[src/qfsg_pkg.sv]
// Shared types and constants for the quick failure skip guard.
`timescale 1ns / 1ps

package qfsg_pkg;

    localparam int TIME_W   = 64;
    localparam int THRESH_W = 32;
    localparam int CHAIN_W  = 8;
    localparam int CFG_ADDR_W = 1;
    localparam int CFG_DATA_W = 32;
    localparam int S_TDATA_W  = 64;
    localparam int M_TDATA_W  = 80;

    localparam logic [THRESH_W-1:0] THRESH_RESET      = 32'd10000;
    localparam logic [CHAIN_W-1:0]  CHAIN_LIMIT_RESET = 8'd3;
    localparam logic [CHAIN_W-1:0]  CHAIN_MAX         = 8'd255;

    // Configuration register indexes
    localparam logic [CFG_ADDR_W-1:0] REG_WATCHED_THRESHOLD = 1'b0;
    localparam logic [CFG_ADDR_W-1:0] REG_CHAIN_LIMIT       = 1'b1;

    typedef enum logic [1:0] {
        CMD_OPEN    = 2'd0,
        CMD_PLAYING = 2'd1,
        CMD_ENDED   = 2'd2,
        CMD_QUERY   = 2'd3
    } cmd_t;

    typedef enum logic [1:0] {
        ACT_ADVANCE = 2'd0,
        ACT_HOLD    = 2'd1,
        ACT_QUIET   = 2'd2,
        ACT_NONE    = 2'd3
    } action_t;

    typedef struct packed {
        logic [TIME_W-1:0]  start_time;
        logic [CHAIN_W-1:0] fail_chain;
        logic               held_flag;
    } guard_state_t;

    typedef struct packed {
        action_t            action;
        logic [TIME_W-1:0]  played_ms;
        logic [CHAIN_W-1:0] chain_count;
    } guard_result_t;

endpackage

[src/qfsg_step.sv]
// Per-event update: start time, played time, failure chain and action.
`timescale 1ns / 1ps

module qfsg_step (
    input  qfsg_pkg::cmd_t                   cmd,
    input  logic [qfsg_pkg::TIME_W-1:0]      now_ms,
    input  qfsg_pkg::guard_state_t           state_cur,
    input  logic [qfsg_pkg::THRESH_W-1:0]    watched_threshold_ms,
    input  logic [qfsg_pkg::CHAIN_W-1:0]     chain_limit,
    output qfsg_pkg::guard_state_t           state_next,
    output qfsg_pkg::guard_result_t          result
);
    import qfsg_pkg::*;

    logic [TIME_W-1:0]  start_next;
    logic [TIME_W:0]    diff;
    logic [TIME_W-1:0]  elapsed;
    logic               watched;
    logic [CHAIN_W-1:0] chain_inc;

    // Update the start time; a play at time zero stores 1 since 0 means never played
    always_comb begin
        start_next = state_cur.start_time;
        unique case (cmd)
            CMD_OPEN: begin
                start_next = '0;
            end
            CMD_PLAYING: begin
                if (state_cur.start_time == '0) begin
                    start_next = (now_ms != '0) ? now_ms : TIME_W'(1);
                end
            end
            CMD_ENDED, CMD_QUERY: begin
                start_next = state_cur.start_time;
            end
        endcase
    end

    // Played time from the updated start; zero when never played or clock behind
    assign diff    = {1'b0, now_ms} - {1'b0, start_next};
    assign elapsed = ((start_next == '0) || diff[TIME_W]) ? '0 : diff[TIME_W-1:0];
    assign watched = (elapsed >= {{(TIME_W-THRESH_W){1'b0}}, watched_threshold_ms});

    assign chain_inc = (state_cur.fail_chain != CHAIN_MAX) ?
                       state_cur.fail_chain + CHAIN_W'(1) : CHAIN_MAX;

    // Chain, hold flag and action on an ended event
    always_comb begin
        state_next            = state_cur;
        state_next.start_time = start_next;
        result.action         = ACT_NONE;
        if (cmd == CMD_ENDED) begin
            if (watched) begin
                state_next.fail_chain = '0;
                state_next.held_flag  = 1'b0;
                result.action         = ACT_ADVANCE;
            end else begin
                state_next.fail_chain = chain_inc;
                if (chain_inc <= chain_limit) begin
                    result.action = ACT_ADVANCE;
                end else if (state_cur.held_flag) begin
                    result.action = ACT_QUIET;
                end else begin
                    state_next.held_flag = 1'b1;
                    result.action        = ACT_HOLD;
                end
            end
        end
        result.played_ms   = elapsed;
        result.chain_count = state_next.fail_chain;
    end

endmodule

[src/quick_failure_skip_guard_core.sv]
// Top level of the quick failure skip guard: handshake, registers and state.
//
// Usage:
//   The input channel (s_) carries one player event per transfer: the
//   command in s_tuser and the millisecond timestamp in s_tdata. The result
//   channel (m_) returns exactly one result per event: the action, the
//   played time and the quick failure count.
//   An event is captured in an input register, evaluated by the step logic
//   in the following cycle, and its result is held in an output register.
//   m_tvalid rises when the result is loaded into the output register;
//   throughput is one event per cycle while the receiver takes results,
//   since the guard state updates when the result register is loaded.
//   When the receiver stalls, the result waits in the output register and
//   one more event can be captured in the input register; s_tready then
//   drops until the result is taken.
//   The configuration port (cfg_we, cfg_addr, cfg_wdata) writes the watched
//   threshold (index 0) and the chain limit (index 1); write it only while
//   no event is in flight.
//   aresetn (synchronous, active low) empties both registers, clears the
//   start time, chain and hold flag, and restores threshold 10000 and
//   chain limit 3.
`timescale 1ns / 1ps

module quick_failure_skip_guard_core (
    input  logic                                aclk,
    input  logic                                aresetn,
    // Configuration writes
    input  logic                                cfg_we,
    input  logic [qfsg_pkg::CFG_ADDR_W-1:0]     cfg_addr,
    input  logic [qfsg_pkg::CFG_DATA_W-1:0]     cfg_wdata,
    // Event input
    input  logic                                s_tvalid,
    output logic                                s_tready,
    input  logic [qfsg_pkg::S_TDATA_W-1:0]      s_tdata,   // [63:0] now_ms
    input  logic [1:0]                          s_tuser,   // [1:0] command
    // Result output
    output logic                                m_tvalid,
    input  logic                                m_tready,
    // [1:0] action, [65:2] played_ms, [73:66] chain_count, [79:74] zero
    output logic [qfsg_pkg::M_TDATA_W-1:0]      m_tdata
);
    import qfsg_pkg::*;

    logic [THRESH_W-1:0] thresh_reg;
    logic [CHAIN_W-1:0]  limit_reg;

    logic                in_valid_reg;
    cmd_t                in_cmd_reg;
    logic [TIME_W-1:0]   in_now_reg;

    logic                out_valid_reg;
    guard_result_t       out_result_reg;

    guard_state_t        state_reg;
    guard_state_t        state_next;
    guard_result_t       step_result;

    logic                advance;
    logic                in_load;

    // Move the captured event into the result register when it is free
    assign advance  = in_valid_reg && (!out_valid_reg || m_tready);
    assign s_tready = !in_valid_reg || advance;
    assign in_load  = s_tvalid && s_tready;

    // Configuration registers
    always_ff @(posedge aclk) begin
        if (!aresetn) begin
            thresh_reg <= THRESH_RESET;
            limit_reg  <= CHAIN_LIMIT_RESET;
        end else if (cfg_we) begin
            unique case (cfg_addr)
                REG_WATCHED_THRESHOLD: thresh_reg <= cfg_wdata[THRESH_W-1:0];
                REG_CHAIN_LIMIT:       limit_reg  <= cfg_wdata[CHAIN_W-1:0];
            endcase
        end
    end

    // Input register
    always_ff @(posedge aclk) begin
        if (!aresetn) begin
            in_valid_reg <= 1'b0;
        end else if (in_load) begin
            in_valid_reg <= 1'b1;
        end else if (advance) begin
            in_valid_reg <= 1'b0;
        end
    end

    always_ff @(posedge aclk) begin
        if (in_load) begin
            in_cmd_reg <= cmd_t'(s_tuser);
            in_now_reg <= s_tdata;
        end
    end

    qfsg_step u_step (
        .cmd                  (in_cmd_reg),
        .now_ms               (in_now_reg),
        .state_cur            (state_reg),
        .watched_threshold_ms (thresh_reg),
        .chain_limit          (limit_reg),
        .state_next           (state_next),
        .result               (step_result)
    );

    // Guard state advances with each transfer into the result register
    always_ff @(posedge aclk) begin
        if (!aresetn) begin
            state_reg <= '0;
        end else if (advance) begin
            state_reg <= state_next;
        end
    end

    // Result register
    always_ff @(posedge aclk) begin
        if (!aresetn) begin
            out_valid_reg <= 1'b0;
        end else if (advance) begin
            out_valid_reg <= 1'b1;
        end else if (m_tready) begin
            out_valid_reg <= 1'b0;
        end
    end

    always_ff @(posedge aclk) begin
        if (advance) begin
            out_result_reg <= step_result;
        end
    end

    assign m_tvalid = out_valid_reg;
    assign m_tdata  = {6'b0, out_result_reg.chain_count, out_result_reg.played_ms,
                       out_result_reg.action};

    // Guard state only changes when an event is evaluated
    a_state_stable: assert property (@(posedge aclk) disable iff (!aresetn)
        !advance |=> $stable(state_reg))
        else $error("guard state changed without an event");

    // Reported chain count matches the stored chain
    a_chain_match: assert property (@(posedge aclk) disable iff (!aresetn)
        advance |=> (out_result_reg.chain_count == state_reg.fail_chain))
        else $error("result chain count differs from stored chain");

    // A hold answer leaves the hold flag set
    a_hold_sets_flag: assert property (@(posedge aclk) disable iff (!aresetn)
        (advance && (step_result.action == ACT_HOLD)) |=> state_reg.held_flag)
        else $error("hold answered without setting the hold flag");

    // A playing event always leaves a nonzero start time
    a_playing_start: assert property (@(posedge aclk) disable iff (!aresetn)
        (advance && (in_cmd_reg == CMD_PLAYING)) |=> (state_reg.start_time != '0))
        else $error("start time still zero after playing");

    // Only ended events produce an action other than none
    a_action_none: assert property (@(posedge aclk) disable iff (!aresetn)
        (advance && (in_cmd_reg != CMD_ENDED)) |=> (out_result_reg.action == ACT_NONE))
        else $error("action reported for a non-ended event");

endmodule
[config.mk]
export PLATFORM = sky130hd
export DESIGN_NAME = quick_failure_skip_guard_core
export DESIGN_NICKNAME = d
export VERILOG_FILES = /design/src/qfsg_pkg.sv /design/src/qfsg_step.sv /design/src/quick_failure_skip_guard_core.sv
export SDC_FILE = /design/constraint.sdc
export NUM_CORES = 1
export LEC_CHECK = 0
export BUFFER_PORTS_ARGS = -buffer_cell sky130_fd_sc_hd__buf_2
export CORE_MARGIN = 2
export CORE_UTILIZATION = 50
export CTS_CLUSTER_DIAMETER = 50
export CTS_CLUSTER_SIZE = 40
export DETAILED_ROUTE_END_ITERATION = 8
export PLACE_DENSITY_LB_ADDON = 0.15
export SETUP_SLACK_MARGIN = 0.4
export SLEW_MARGIN = 0
export SYNTH_ARGS = -nofsm -noshare
export SYNTH_HDL_FRONTEND = slang
export SYNTH_SLANG_ARGS = --single-unit
[constraint.sdc]
create_clock -name aclk -period 10.8 [get_ports aclk]
set_clock_uncertainty 0.05 [all_clocks]
set_input_delay 1.62 -clock aclk [delete_from_list [all_inputs] [get_ports aclk]]
set_output_delay 1.62 -clock aclk [all_outputs]
set_load 0.005 [all_outputs]
# Yosys cells after proc, flatten, opt, wreduce, memory -nomap -nowiden
# Index checks and enable logic that the tools add are counted.
[classes]
addsub = 2
n_lt_le_gt_ge = 2
n_eq_ne = 5
n_mux = 15
n_bitwise = 1
reduce_logical = 17
[ops]
columns = ["operator", "count"]
rows = [
  ["$mux W64", 3],
  ["$pmux W64 S3", 1],
  ["$logic_not A64 Y1", 2],
  ["$sub A64 B64 Y65", 1],
  ["$ge A64 B32 Y1", 1],
  ["$reduce_bool A64 Y1", 1],
  ["$mux W9", 2],
  ["$add A8 B1 Y8 const B", 1],
  ["$le A8 B8 Y1", 1],
  ["$mux W8", 1],
  ["$ne A8 B8 Y1 const B", 1],
  ["$mux W2", 3],
  ["$mux W1", 5],
  ["$eq A2 B2 Y1 const B", 2],
  ["$reduce_and A2 Y1", 2],
  ["$reduce_bool A2 Y1", 2],
  ["$logic_or A1 B1 Y1", 3],
  ["$reduce_and A3 Y1", 1],
  ["$eq A2 B1 Y1 const B", 1],
  ["$logic_and A1 B1 Y1", 2],
  ["$logic_not A1 Y1", 2],
  ["$logic_not A2 Y1", 1],
  ["$ne A2 B1 Y1 const B", 1],
  ["$reduce_or A2 Y1", 1],
  ["$not A1 Y1", 1],
]
[word_totals]
reg_bits = 255
input_bits = 104
out_inout_bits = 82
wordCells = 54

# Logic depth before layout (Yosys ltp)
[logic_depth]
ltp_word = 10
ltp_mapped = 35
depth_no_buf = 31

# Hierarchy
# A second synthesis with hierarchy kept.
[hier_totals]
hier_cells = 1906
hier_area_um2 = 16613.4
[by_module_without_submodules]
columns = ["module", "instances", "cells_per_inst", "area_per_inst_um2", "seq_area_each_um2"]
rows = [
  ["quick_failure_skip_guard_core", 1, 649, 8767.2, 6506.2],
  ["qfsg_step", 1, 1257, 7846.3, 0.0],
]

# Worst setup path after synthesis
# Ideal clock, no wire load.
[synth_path]
path_kind = "reg-to-reg"
startpoint = "register state_reg[9] (netlist bit)"
endpoint = "register out_result_reg, in the netlist m_tdata[66] (data pin)"
arrival_time_ps = 7328
t_required_ps = 10585
path_slack_ps = 3257
stages_incl_launch_ff = 33
period_less_slack_ps = 7543
path_cell_list = "dfxtp_1 > nor4_1 > nand4_1 > nor4_1 > nand2b_1 > nor2_1 > clkbuf_1 > a22oi_1 > ha_1 > buf_1 > and4_1 > nand4_1 > nor3_1 > a221oi_1 > nand3b_1 > o211a_1 > o21ai_0 > a21o_1 > clkbuf_1 > clkbuf_1 > nor2_1 > ha_1 > a21o_1 > a2111oi_0 > o31ai_1 > a221oi_1 > o21ai_0 > a41o_1 > or4b_1 > nor4_2 > a31oi_1 > buf_4 > o31ai_2"
[synth_lines]
columns = ["item", "line_no", "text"]
rows = [
  ["from (decl)", "quick_failure_skip_guard_core.sv:54", "guard_state_t state_reg;"],
  ["from (signal assigned)", "quick_failure_skip_guard_core.sv:112", "state_reg <= state_next;"],
  ["to (signal assigned)", "quick_failure_skip_guard_core.sv:129", "out_result_reg <= step_result;"],
  ["to (decl)", "quick_failure_skip_guard_core.sv:52", "guard_result_t out_result_reg;"],
]

==> impl_results.md <==
- Status: completed
- DRT Wirelength: 48.1 mm
- Antenna diodes: 0
- CTS tree: yes
- Hold Buf Count CTS: 0
- Commonest non-fill, non-tap cell in the layout: nand2_1
- First-pass DRT Iterations: 5
- Initial antenna violation count: 0
- Total CTS buffers: 30
- Crit path largest cell delay: around 1200 ps
- VDD IR max: approximately 0.14 mV
- Setup ws final: a little over 900 ps
- Number of fill cells: between 2000 and 3000
- Critical Path Most Common Cell: a21oi_1
- Crit path to: m_tdata[0]$_SDFFCE_PP1P_
- Tot GR Track Use: around 29%
- Startpoint types: flip-flop
- Worst-Margin Slew: between 1000 and 1500 ps
- Layout cells sized above 1: ~14%
- Sum of negative setup slack: 0 ps
- Tcrit/Tclk final: 91.6%
- Max Clock Freq: 101 MHz
- LEAKAGE: 6.73 nW
- Post-CTS Resized: 0
- Sequential share of the synthesized area: around two fifths
- Top_reg_cell synth: edfxtp_1
- HP Class: flip-flop to flip-flop
- Routed len/inst: 21.1 um
- Area growth syn-to-layout: 13.7%
- CP max-delay cell: a2111oi_0
- R2r setup slk: approximately 900 ps
- CTS root buf: clkbuf_16
- Max Cap Violations: 0
- Setup WS pre-CTS: between 1000 and 1500 ps
- Worst-path clk slew: 60 ps
- Final Cell Area: roughly 0.018 mm^2
- Post-route antenna net violation count: 0
- CTS Buffer Depth: 3
- Crit path DAT: ~10000 ps
- Clock sinks: ~260
- H-tree Lvls: 1
- YS warnings: 0
- Sequential power share: 40.0%
- Grt total ovfl: 0
- IO Count: 186
- Dominant cells by area after synthesis: edfxtp_1 27%, dfxtp_1 15%, ha_1 8.5%
- Storage cell area: 0.00651 mm^2
- Hold Vio Cnt, Final: 0
- Vias per cell: approximately 6
- Slew Limit Fails: 0
- Net Sw Frac: between 30 and 40%
- Die Y: 180 um
- Pwr Density: around 160 mW/mm^2
- Rows: 64
- Switch Pwr: 0.914 mW
- Worst slew margin: a little over a tenth
- EDFF count, synth: 140
- Footprint of the multi-input gates: between 0.008 and 0.009 mm^2
- Initial core utilization: roughly half
- Hold depth: 2
- Top cell type by total area after synthesis: edfxtp_1
- Post-synth ARST share: 0%
- First-pass GRT wire length: between 70 and 80 mm
- Routed via count: ~14000
- Critical path class: flip-flop to flip-flop
- RR Startpoint: state_reg[9]$_SDFFE_PN0P_
- Final count of negative-setup-slack endpoints: 0
- Post-DP HPWL: between 30 and 40 mm
- Port-buffer cells: ~180
- Max FFs per register: 74
- Distinct cells, synth: about 80
- Largest net degree at the start of global routing: 206
- RR Endpoint: m_tdata[0]$_SDFFCE_PP1P_
- Final Core Density: between 50% and 60%
- Setup crit start: state_reg[9]$_SDFFE_PN0P_
- Post-CTS setup buffer count: 0
- Fin Hold WS: just over 400 ps
- Logic pwr share: 22.9%
- Core box area: 0.0306 mm^2
- Mapped Cells: ~1700
- Worst skew pair latency: approximately 570 ps
- Nets@finish: slightly above 2000
- CP Capture Type: flip-flop
- Placed inst area: ~0.017 mm^2
- R2R cell count: 31
- Cell Area, Synth: approximately 0.016 mm^2
- Yosys reg bits: 255
- Power Internal: about 1.9 mW
- Die ar.: 0.0325 mm^2
- Placer Congestion: between 0.9 and 1
- DR iter-0 viols: 1495
- Req. time, crit path: ~11000 ps
- Clock Power Share: approximately 37%
- RSZ-0062 raised after global routing: no
- Syn_area_per_cell: 8.91 um^2
- Worst-path maximum fanout: a little under 60
- DRC: 0
- Commonest non-fill, non-tap cells in the layout: 208 x nand2_1, 179 x buf_2, 174 x nor2_1
- X dimension of the die: between 150 and 200 um
- Synth top area share: 27.1%
- Vias in the first global route: ~13000
- Final Critical Period: 9900 ps
[cell families after synthesis]
family | count (synthesis) | synth area share (%)
xor+xnor | 50 | 2.82
mux | 7 | 0.467
other cells | 1 | 0.0241
simple gates | 634 | 19.5
flops | 255 | 41.9
buf+inv | 172 | 4.50
fa+ha+maj | 106 | 8.58
compound gates | 519 | 22.3
[Yosys cell counts, types with 32 or more instances]
| library cell | number |
|---|---|
| a211oi_1 | 71 |
| a21oi_1 | 125 |
| a22oi_1 | 66 |
| clkbuf_1 | 82 |
| dfxtp_1 | 115 |
| edfxtp_1 | 140 |
| ha_1 | 105 |
| inv_1 | 61 |
| nand2_1 | 208 |
| nand4_1 | 52 |
| nor2_1 | 175 |
| nor3_1 | 32 |
| nor4_1 | 38 |
| o21ai_0 | 77 |
[critical path, delay by kind of cell (launching register included)]
family	cells	cell delay (ps)
fa+ha+maj	2	680
buf+inv	1	580
compound gates	15	4360
xor+xnor	1	170
simple gates	12	3540
flops	1	320
[per-layer routing]
layer / wire, um / up-vias / track usage [%]
met2: 20400 / 618 / 43.0
met1: 22800 / 6638 / 43.8
li1: - / 6749 / -
met5: 0 / - / 0
met3: 3800 / 57 / 4.26
met4: 1090 / 0 / 7.06
[worst min-delay path by stage]
stage / slack [ps] / from / to
finish: 410 / limit_reg[6]$_SDFFE_PN0P_ / limit_reg[6]$_SDFFE_PN0P_
global route: 420 / limit_reg[5]$_SDFFE_PN0P_ / limit_reg[5]$_SDFFE_PN0P_
CTS: 410 / thresh_reg[16]$_SDFFE_PN0P_ / thresh_reg[16]$_SDFFE_PN0P_
detailed placement: 400 / thresh_reg[16]$_SDFFE_PN0P_ / thresh_reg[16]$_SDFFE_PN0P_
global placement: 400 / thresh_reg[26]$_SDFFE_PN0P_ / thresh_reg[26]$_SDFFE_PN0P_
floorplan: 390 / limit_reg[2]$_SDFFE_PN0P_ / limit_reg[2]$_SDFFE_PN0P_
[final cells by class]
cell class / count / area share [%]
multi-input combinational: 1322 / 47.4
tap: 396 / 2.80
timing repair buffer: 189 / 5.57
inverter: 62 / 1.32
clock buffer: 38 / 4.83
sequential: 255 / 36.8
clock inverter: 18 / 1.29
[metrics by stage]
| stage | total power [mW] | std cells |
|---|---|---|
| floorplan | 1.58 | 1749 |
| CTS | 2.85 | 2280 |
| detailed placement | 1.80 | 2224 |
| finish | 2.85 | 2280 |
| global route | 2.98 | 2280 |
| global placement | 1.79 | 2224 |
[power by group through the flow]
stage | clock (mW) | sequential (mW) | combinational [mW]
6_report | 1.06 | 1.14 | 0.653
5_1_grt | 1.12 | 1.15 | 0.719
4_1_cts | 1.08 | 1.14 | 0.640
3_5_place_dp | 0 | 1.16 | 0.637
3_3_place_gp | 0 | 1.16 | 0.632
2_1_floorplan | 0 | 1.15 | 0.436
No activity file was read; power rests on OpenSTA's default activity.
